**src/rtl/core/rlct_ram.sv**
```systemverilog
// generic single write port, single read port ram with registered read
// no dependencies
module rlct_ram #(
    parameter int WIDTH = 8,
    parameter int DEPTH = 16
) (
    input  logic                     clk,
    input  logic                     we,
    input  logic [$clog2(DEPTH)-1:0] waddr,
    input  logic [WIDTH-1:0]         wdata,
    input  logic                     re,
    input  logic [$clog2(DEPTH)-1:0] raddr,
    output logic [WIDTH-1:0]         rdata
);

    logic [WIDTH-1:0] mem [DEPTH];

    always_ff @(posedge clk)
    begin
        if (we)
        begin
            mem[waddr] <= wdata;
        end
        if (re)
        begin
            rdata <= mem[raddr];
        end
    end

endmodule

```
**config.mk**
```make
export PLATFORM = sky130hd
export DESIGN_NAME = rlct_ram
export DESIGN_NICKNAME = d
export VERILOG_FILES = /design/src/rtl/core/rlct_ram.sv
export SDC_FILE = /design/constraint.sdc
export NUM_CORES = 1
export LEC_CHECK = 0
export ABC_CLOCK_PERIOD_IN_PS = 2530
export BUFFER_PORTS_ARGS = -buffer_cell sky130_fd_sc_hd__buf_2
export CORE_MARGIN = 4
export CORE_UTILIZATION = 59
export CTS_CLUSTER_DIAMETER = 200
export DETAILED_ROUTE_END_ITERATION = 16
export PLACE_DENSITY = 0.77
export SKIP_LAST_GASP = 1
export SYNTH_ARGS = -nofsm -noshare
export SYNTH_HDL_FRONTEND = slang
export SYNTH_SLANG_ARGS = --single-unit
```
**constraint.sdc**
```tcl
create_clock -name clk -period 2.53 [get_ports clk]
set_clock_uncertainty 0.15 [all_clocks]
set_input_delay 0.253 -clock clk [delete_from_list [all_inputs] [get_ports clk]]
set_output_delay 0.253 -clock clk [all_outputs]
set_load 0.05 [all_outputs]
```
==> results of run 1 <==
critical path: cells and delay by family (launching register included):
kind	cells	cell delay [ps]
AO/OA/AOI/OAI	1	300
flip-flops	1	380
multiplexers	1	480
AND/OR/NAND/NOR	1	100
state kept, by name, indices dropped and copies added (netlist names):
signal / flops
rdata: 8
mem: 128
cells in the mapped netlist:
master,number,area (sq um)
or3b_2,1,8.760
nor3_1,4,20.02
nor2_1,13,48.80
clkdlybuf4s25_2,3,30.03
nand3_1,1,5.000
buf_6,3,33.78
mux4_2,18,405.4
buf_4,1,7.510
nand2_1,9,33.78
and2_1,1,6.260
mux4_1,14,367.9
nand2b_1,2,12.51
nor2b_1,1,6.260
a22oi_1,16,120.1
and2b_1,1,7.510
buf_2,3,15.01
nand3b_1,2,15.01
edfxtp_1,136,4084
kinds of logic after synthesis:
family / synth area share [%]
compound gates: 2.298
buf+inv: 1.651
flops: 78.12
mux: 14.79
simple gates: 3.136
metrics by stage:
stage | instance area (sq um) | hold WS, ps | power, mW | util, %
finish | 6218 | 157.6 | 5.229 | 71.66
global route | 6218 | 165.2 | 5.401 | 71.66
CTS | 6218 | 136.2 | 5.264 | 71.66
detailed placement | 5547 | 486.1 | 2.865 | 63.91
global placement | 5547 | 480.3 | 2.855 | 63.91
floorplan | 5228 | 201.9 | 2.762 | -
area by class of cell:
class	count	area share (%)
clock buffers	20	6.841
multi-input cells	83	17.00
repair buffers	52	5.795
well taps	108	2.173
flip-flops and latches	136	65.67
clock inverters	12	2.515
report_power, final:
group | switching, mW | internal [mW]
registers | 0.0123 | 2.54
clock network | 0.821 | 1.58
logic | 0.172 | 0.106
total | 1.01 | 4.22
routing by layer:
layer | track usage [%] | part of all wire (%) | wire (um) | vias up
li1 | - | - | - | 1101
met1 | 30.98 | 39 | 4014 | 1318
met2 | 33.08 | 50 | 5217 | 123
met3 | 5.188 | 8.0 | 826 | 21
met4 | 10.19 | 2.7 | 278 | 0
met5 | 0 | 0 | 0 | -
final timing paths:
path | startpoint | end | slack, ps | depth (start not counted)
worst max register to register | mem[2][7]$_DFFE_PP_ | rdata[7]$_DFFE_PP_ | 860 | 3
worst min register to register | mem[14][3]$_DFFE_PP_ | rdata[3]$_DFFE_PP_ | 600 | 3
worst max-delay path | mem[2][7]$_DFFE_PP_ | rdata[7]$_DFFE_PP_ | 860 | 3
worst min-delay path | waddr[0] | mem[4][0]$_DFFE_PP_ | 160 | 3
==> run_results.csv, run 1 <==
group,metric,value,unit
sta,max_freq,0.5994,GHz
flow_run,drv_cap,0,
finish,fillers,514,
critical_path,critPathMaxFanout,1,
pwr,p_leak,2.121,nW
synth,syn_area,5228,sq um
clock_tree,cts-resized-gates,0,
finish,final_cell_mix,"edfxtp_1 (136), buf_2 (26), mux4_2 (18)",
route,viasPerCell,6.236,
run_status,status,"finished, final reports clean",
pwr,irDropWorstVdd,0.0005032,V
route,drtIter0Drc,312,
sta,hold_violations,0,
route,dr.pass1.iters,6,
route,vias,2563,
route,routed_wl,10.34,mm
route,drc,0,
sta,maxSlewViolCount,0,
finish,register_area,4084,sq um
critical_path,crit_path_start_kind,"register",
clock_tree,cts_buffers,17,
clock_tree,insertion_delay,510,ps
global_route,grt_overflow_total,0,
finish,n_antenna_cell,0,
floorplan,core_area,8678,sq um
synth,ys_types,18,
synth,synthCells,229,
global_route,grt_usage,21.94,%
floorplan,fp-row-count,34,
route,drtAntennaViolNets,0,
clock_tree,clk_pin_slew,60,ps
global_route,grt_max_degree,33,
finish,fin_nets,309,
clock_tree,cts_tree,"done",
floorplan,die_x,102.1,um
place,dp_cells,370,
critical_path,cp-end-kind,"register",
floorplan,die_h,102.1,um
sta,fin_tns_setup,0,ps
sta,layout_min_cycle_time,1668,ps
floorplan,ios,27,
clock_tree,clock-sinks,136,
finish,multi_input_area,1057,sq um
sta,slew_headroom,47.15,%
critical_path,worstPathCellList,"mux4_2 -> a22oi_1 -> nand2_1",
place,portBuffers,26,
floorplan,initial_core_util,60.24,%
finish,mostFrequentLayoutCell,"edfxtp_1",
global_route,grt_pass1_vias,2599,
critical_path,worstPathRequired,2640,ps
synth,avgSynthCellArea,22.83,sq um
pwr,power_density,840.9,nW/um^2
synth,yosys_warnings,0,
clock_tree,cts_hold_buf,9,
synth,yosysSeqAreaShare,78.12,%
floorplan,die_area,10430,sq um
global_route,antenna_found_initial,0,
sta,tightestPinTransition,789.9,ps
critical_path,critPathArrivalTime,1780,ps
finish,layoutNonFillerInstCount,411,
global_route,grt_pass1_wl,15.41,mm
clock_tree,cts_root_buf,"clkbuf_8",
critical_path,crit_path_max_incr_delay,480,ps
critical_path,slowest_stage,"mux4_2",
finish,area_delta_synth_final,18.96,%
route,wl_per_cell,25.15,um
sta,finalSetupViolCount,0,
sta,rsz0062_at_grt,"false",
synth,syn_nets,248,
synth,synth_seq_cells,136,
clock_tree,cts_setup_buffers,0,
clock_tree,cts_max_level,4,
sta,finalCritPeriodShare,65.94,%
place,dp_slack,515.7,ps
finish,drive_above_1_share,28.38,%
critical_path,critical_path_class,"reg2reg",
sta,finalWorstSetupSlack,861.7,ps
worst_hold_path,hold_class,"in2reg",
place,gp_congestion,0.7600,
clock_tree,clockBufferDepth,2,
Note: power is estimated with default switching activity, not from simulation.
==> inputs of run 2 (changes only) <==
--- a/config.mk
+++ b/config.mk
@@ -5,13 +5,14 @@
 export SDC_FILE = /design/constraint.sdc
 export NUM_CORES = 1
 export LEC_CHECK = 0
-export ABC_CLOCK_PERIOD_IN_PS = 2530
+export ABC_AREA = 1
+export ABC_CLOCK_PERIOD_IN_PS = 1400
 export BUFFER_PORTS_ARGS = -buffer_cell sky130_fd_sc_hd__buf_2
 export CORE_MARGIN = 4
-export CORE_UTILIZATION = 59
+export CORE_UTILIZATION = 55
 export CTS_CLUSTER_DIAMETER = 200
 export DETAILED_ROUTE_END_ITERATION = 16
-export PLACE_DENSITY = 0.77
+export PLACE_DENSITY = 0.75
 export SKIP_LAST_GASP = 1
 export SYNTH_ARGS = -nofsm -noshare
 export SYNTH_HDL_FRONTEND = slang
==> constraint.sdc (replaced) <==
create_clock -name clk -period 1.4 [get_ports clk]
set_clock_uncertainty 0.15 [all_clocks]
set_input_delay 0.14 -clock clk [delete_from_list [all_inputs] [get_ports clk]]
set_output_delay 0.14 -clock clk [all_outputs]
set_load 0.05 [all_outputs]
==> run 2 against run 1 <==
  * The run now ends with setup timing left
  * Synthesized cell count rose by 140%
  * Flip-flop and latch count did not move
  * Register-to-register slack got worse by 790 ps
  * Combinational power rose by 150%
  * Worst hold slack got worse by 67 ps
  * Cell count rose by 84%
  * Synthesized area rose by 12%
  * Global-route usage rose by 0.54 points
  * Critical path depth fell by 2
  * Via count rose by 57%
  * First-iteration DRC count rose by 13%
  * Sequential share of layout area fell by 7.6 points
  * Critical path type is now reg2out
  * Largest cell class unchanged
==> run_results.csv, run 2 <==
group,metric,value,unit
pwr,p_seq_share,45.5,%
synth,netlist.area_leader.share,69.85,%
global_route,grt_overflow_total,0,
route,wl_per_cell,17.67,um
synth,synth_edf_count,136,
finish,largest_register_ffs,128,
route,dr.pass1.iters,5,
pwr,p_comb_share,6.8,%
clock_tree,cts_buffers,17,
route,wl_met3,1.101,mm
critical_path,cp_num_buf_inv,1,
clock_tree,cts_tree,"done",
route,highest_layer,"met4",
finish,n_antenna_cell,0,
clock_tree,clockBufferDepth,2,
sta,hold_violations,0,
critical_path,cp-end-kind,"primary output",
global_route,antenna_found_initial,0,
clock_tree,cts_max_level,4,
critical_path,reg2reg_from,"mem[1][1]$_DFFE_PP_",
global_route,grt_usage,22.48,%
floorplan,die_area,12340,sq um
critical_path,critPathArrivalTime,1140,ps
route,drtAntennaViolNets,0,
worst_hold_path,hold_class,"in2reg",
synth,synth.most_common_cell,"nand2_1",
critical_path,cp.depth,1,
critical_path,critPathMaxFanout,1,
critical_path,slowest_stage,"edfxtp_1",
finish,final_core_util,68.14,%
run_status,status,"finished with violations",
worst_hold_path,min_to,"mem[0][7]$_DFFE_PP_",
place,portBuffers,26,
synth,synth-async-reset-ratio,0,%
route,vias,4029,
route,drc,0,
synth,ys_types,11,
global_route,grt_pass1_wl,20.86,mm
critical_path,worstPathRequired,1110,ps
sta,hold_ws,90.96,ps
worst_hold_path,min_from,"we",
synth,yosysSeqAreaShare,69.85,%
place,gp_congestion,0.9692,
critical_path,critPathLaunch,"rdata[7]$_DFFE_PP_",
route,routed_wl,13.38,mm
finish,fin_area,7034,sq um
clock_tree,insertion_delay,520,ps
sta,tightestPinTransition,593.9,ps
synth,syn_nets,570,
pwr,swShare,20.84,%
floorplan,die_h,111.1,um
critical_path,rrSetupSlack,70,ps
floorplan,initial_core_util,56.64,%
clock_tree,clock-sinks,136,
pwr,p_int,8.045,mW
finish,fin_nets,628,
critical_path,r2r_end,"rdata[1]$_DFFE_PP_",
pwr,p_clk_share,47.8,%
sta,finalWorstSetupSlack,-29.94,ps
global_route,grt_max_degree,34,
critical_path,reg2reg_depth,6,
finish,mostFrequentLayoutCell,"nand2_1",
finish,drive_above_1_share,13.69,%
sta,finalCritPeriodShare,102.1,%
critical_path,path_delay_family,"flip-flops",
floorplan,ios,27,
finish,area_delta_synth_final,20.31,%
clock_tree,cts_root_buf,"clkbuf_8",
critical_path,critical_path_class,"reg2out",
route,met2_length,6.654,mm
route,wirelength_met1,5.302,mm
sta,slew_headroom,60.35,%
synth,synthCells,551,
flow_run,drv_cap,0,
pwr,p_switching,2.119,mW
synth,synth_commonest_cells,"nand2_1 (173), edfxtp_1 (136), inv_1 (100), nand3_1 (97), nor2_1 (17)",
synth,avgSynthCellArea,10.61,sq um
floorplan,core_area,10320,sq um
critical_path,worstPathCellList,"buf_6",
synth,synth-main-ff-cell,"edfxtp_1",
floorplan,die_x,111.1,um
synth,yosysTopAreaCell,"edfxtp_1",
clock_tree,cts_setup_buffers,0,
finish,largestRegisters,"mem x128, rdata x8",
route,drtIter0Drc,354,
clock_tree,clk_pin_slew,60,ps
sta,rsz0062_at_grt,"true",
critical_path,crit_path_start_kind,"register",
sta,maxSlewViolCount,0,
pwr,irDropWorstVdd,0.0009734,V
route,viasPerCell,5.322,
pwr,p_leak,3.061,nW
place,dpl.hpwl,8.375,mm
synth,syn_area,5847,sq um
synth,synthTopCellsByArea,"edfxtp_1 (70%), nand2_1 (11%), nand3_1 (8.3%)",
place,post_dp_cell_area,6233,sq um
global_route,grt_pass1_vias,3862,
finish,final_cell_mix,"nand2_1 (173), edfxtp_1 (136), inv_1 (100), nand3_1 (96), buf_4 (23)",
sta,max_freq,0.6993,GHz
floorplan,fp-row-count,37,
finish,max_flop_register,"mem",
synth,yosys_warnings,0,
run_status,violations,"setup timing",
synth,synth_seq_cells,136,
pwr,power_density,1445,nW/um^2
critical_path,crit_path_max_incr_delay,430,ps
sta,layout_min_cycle_time,1430,ps
worst_hold_path,hold_depth,4,
sta,finalSetupViolCount,4,
-- run 2: cell types whose count changed after synthesis, sizes merged, moves of 2 or more --
cell / before / now
nand3: 1 / 97
a22oi: 16 / 0
nand2: 9 / 173
nand2b: 2 / 0
mux4: 32 / 0
clkdlybuf4s25: 3 / 0
inv: 0 / 102
nor3: 4 / 0
buf: 7 / 24
nor2: 13 / 17
-- run 2: area by class of cell --
cell class,count,area (sq um)
clock inverter,13,227.7
tap,136,170.2
multi-input combinational,289,1219
clock buffer,18,417.9
fill,742,3289
timing repair buffer,63,533.0
inverter,102,382.9
sequential,136,4084
-- run 2: kinds of logic (layout without fill, tap and decap cells) --
kind of cell           count (synthesis)  in the layout  share of synthesized area [%]
buffers and inverters                126            196                          9.394
DFF                                  136            136                          69.85
and+or+nand+nor                      289            289                          20.76
-- run 2: layer usage --
metal,global-route usage (%),vias to the layer above
li1,-,1895
met1,28.84,1905
met2,37.46,197
met3,4.803,32
met4,9.165,0
met5,0,-
-- run 2: through the flow --
stage | instances | power [mW] | setup WS, ps | setup TNS [ps]
final | 757 | 10.16 | -29.94 | -78.68
after global placement | 716 | 5.315 | -91.77 | -293.1
after global routing | 757 | 10.49 | -58.73 | -239.3
after CTS | 757 | 10.20 | -56.12 | -182.3
after floorplan | 551 | 5.084 | 159.2 | 0
after detailed placement | 716 | 5.336 | -111.2 | -518.1
-- run 2: worst max-delay path by stage --
stage / to / slack (ps)
floorplan: mem[10][0]$_DFFE_PP_ / 160
global placement: rdata[2]$_DFFE_PP_ / -90
detailed placement: rdata[7]$_DFFE_PP_ / -110
CTS: rdata[7] / -60
global route: rdata[7] / -60
finish: rdata[7] / -30
-- run 2: worst min-delay path: stages --
cell and delay [ps]:
buf_2 120, nand2_1 100, nor2_1 100, buf_4 180
-- run 2: power by group through the flow --
stage,registers (mW),logic (mW),clock network (mW)
finish,4.62,0.688,4.85
global route,4.63,0.745,5.12
CTS,4.62,0.680,4.90
detailed placement,4.70,0.635,0
global placement,4.70,0.618,0
floorplan,4.76,0.322,0
-- run 2: timing repair --
item,CTS,global route
hold buffers,10,0
hold endpoints to repair,142,0
gates resized for setup,13,4
setup endpoints to repair,8,9
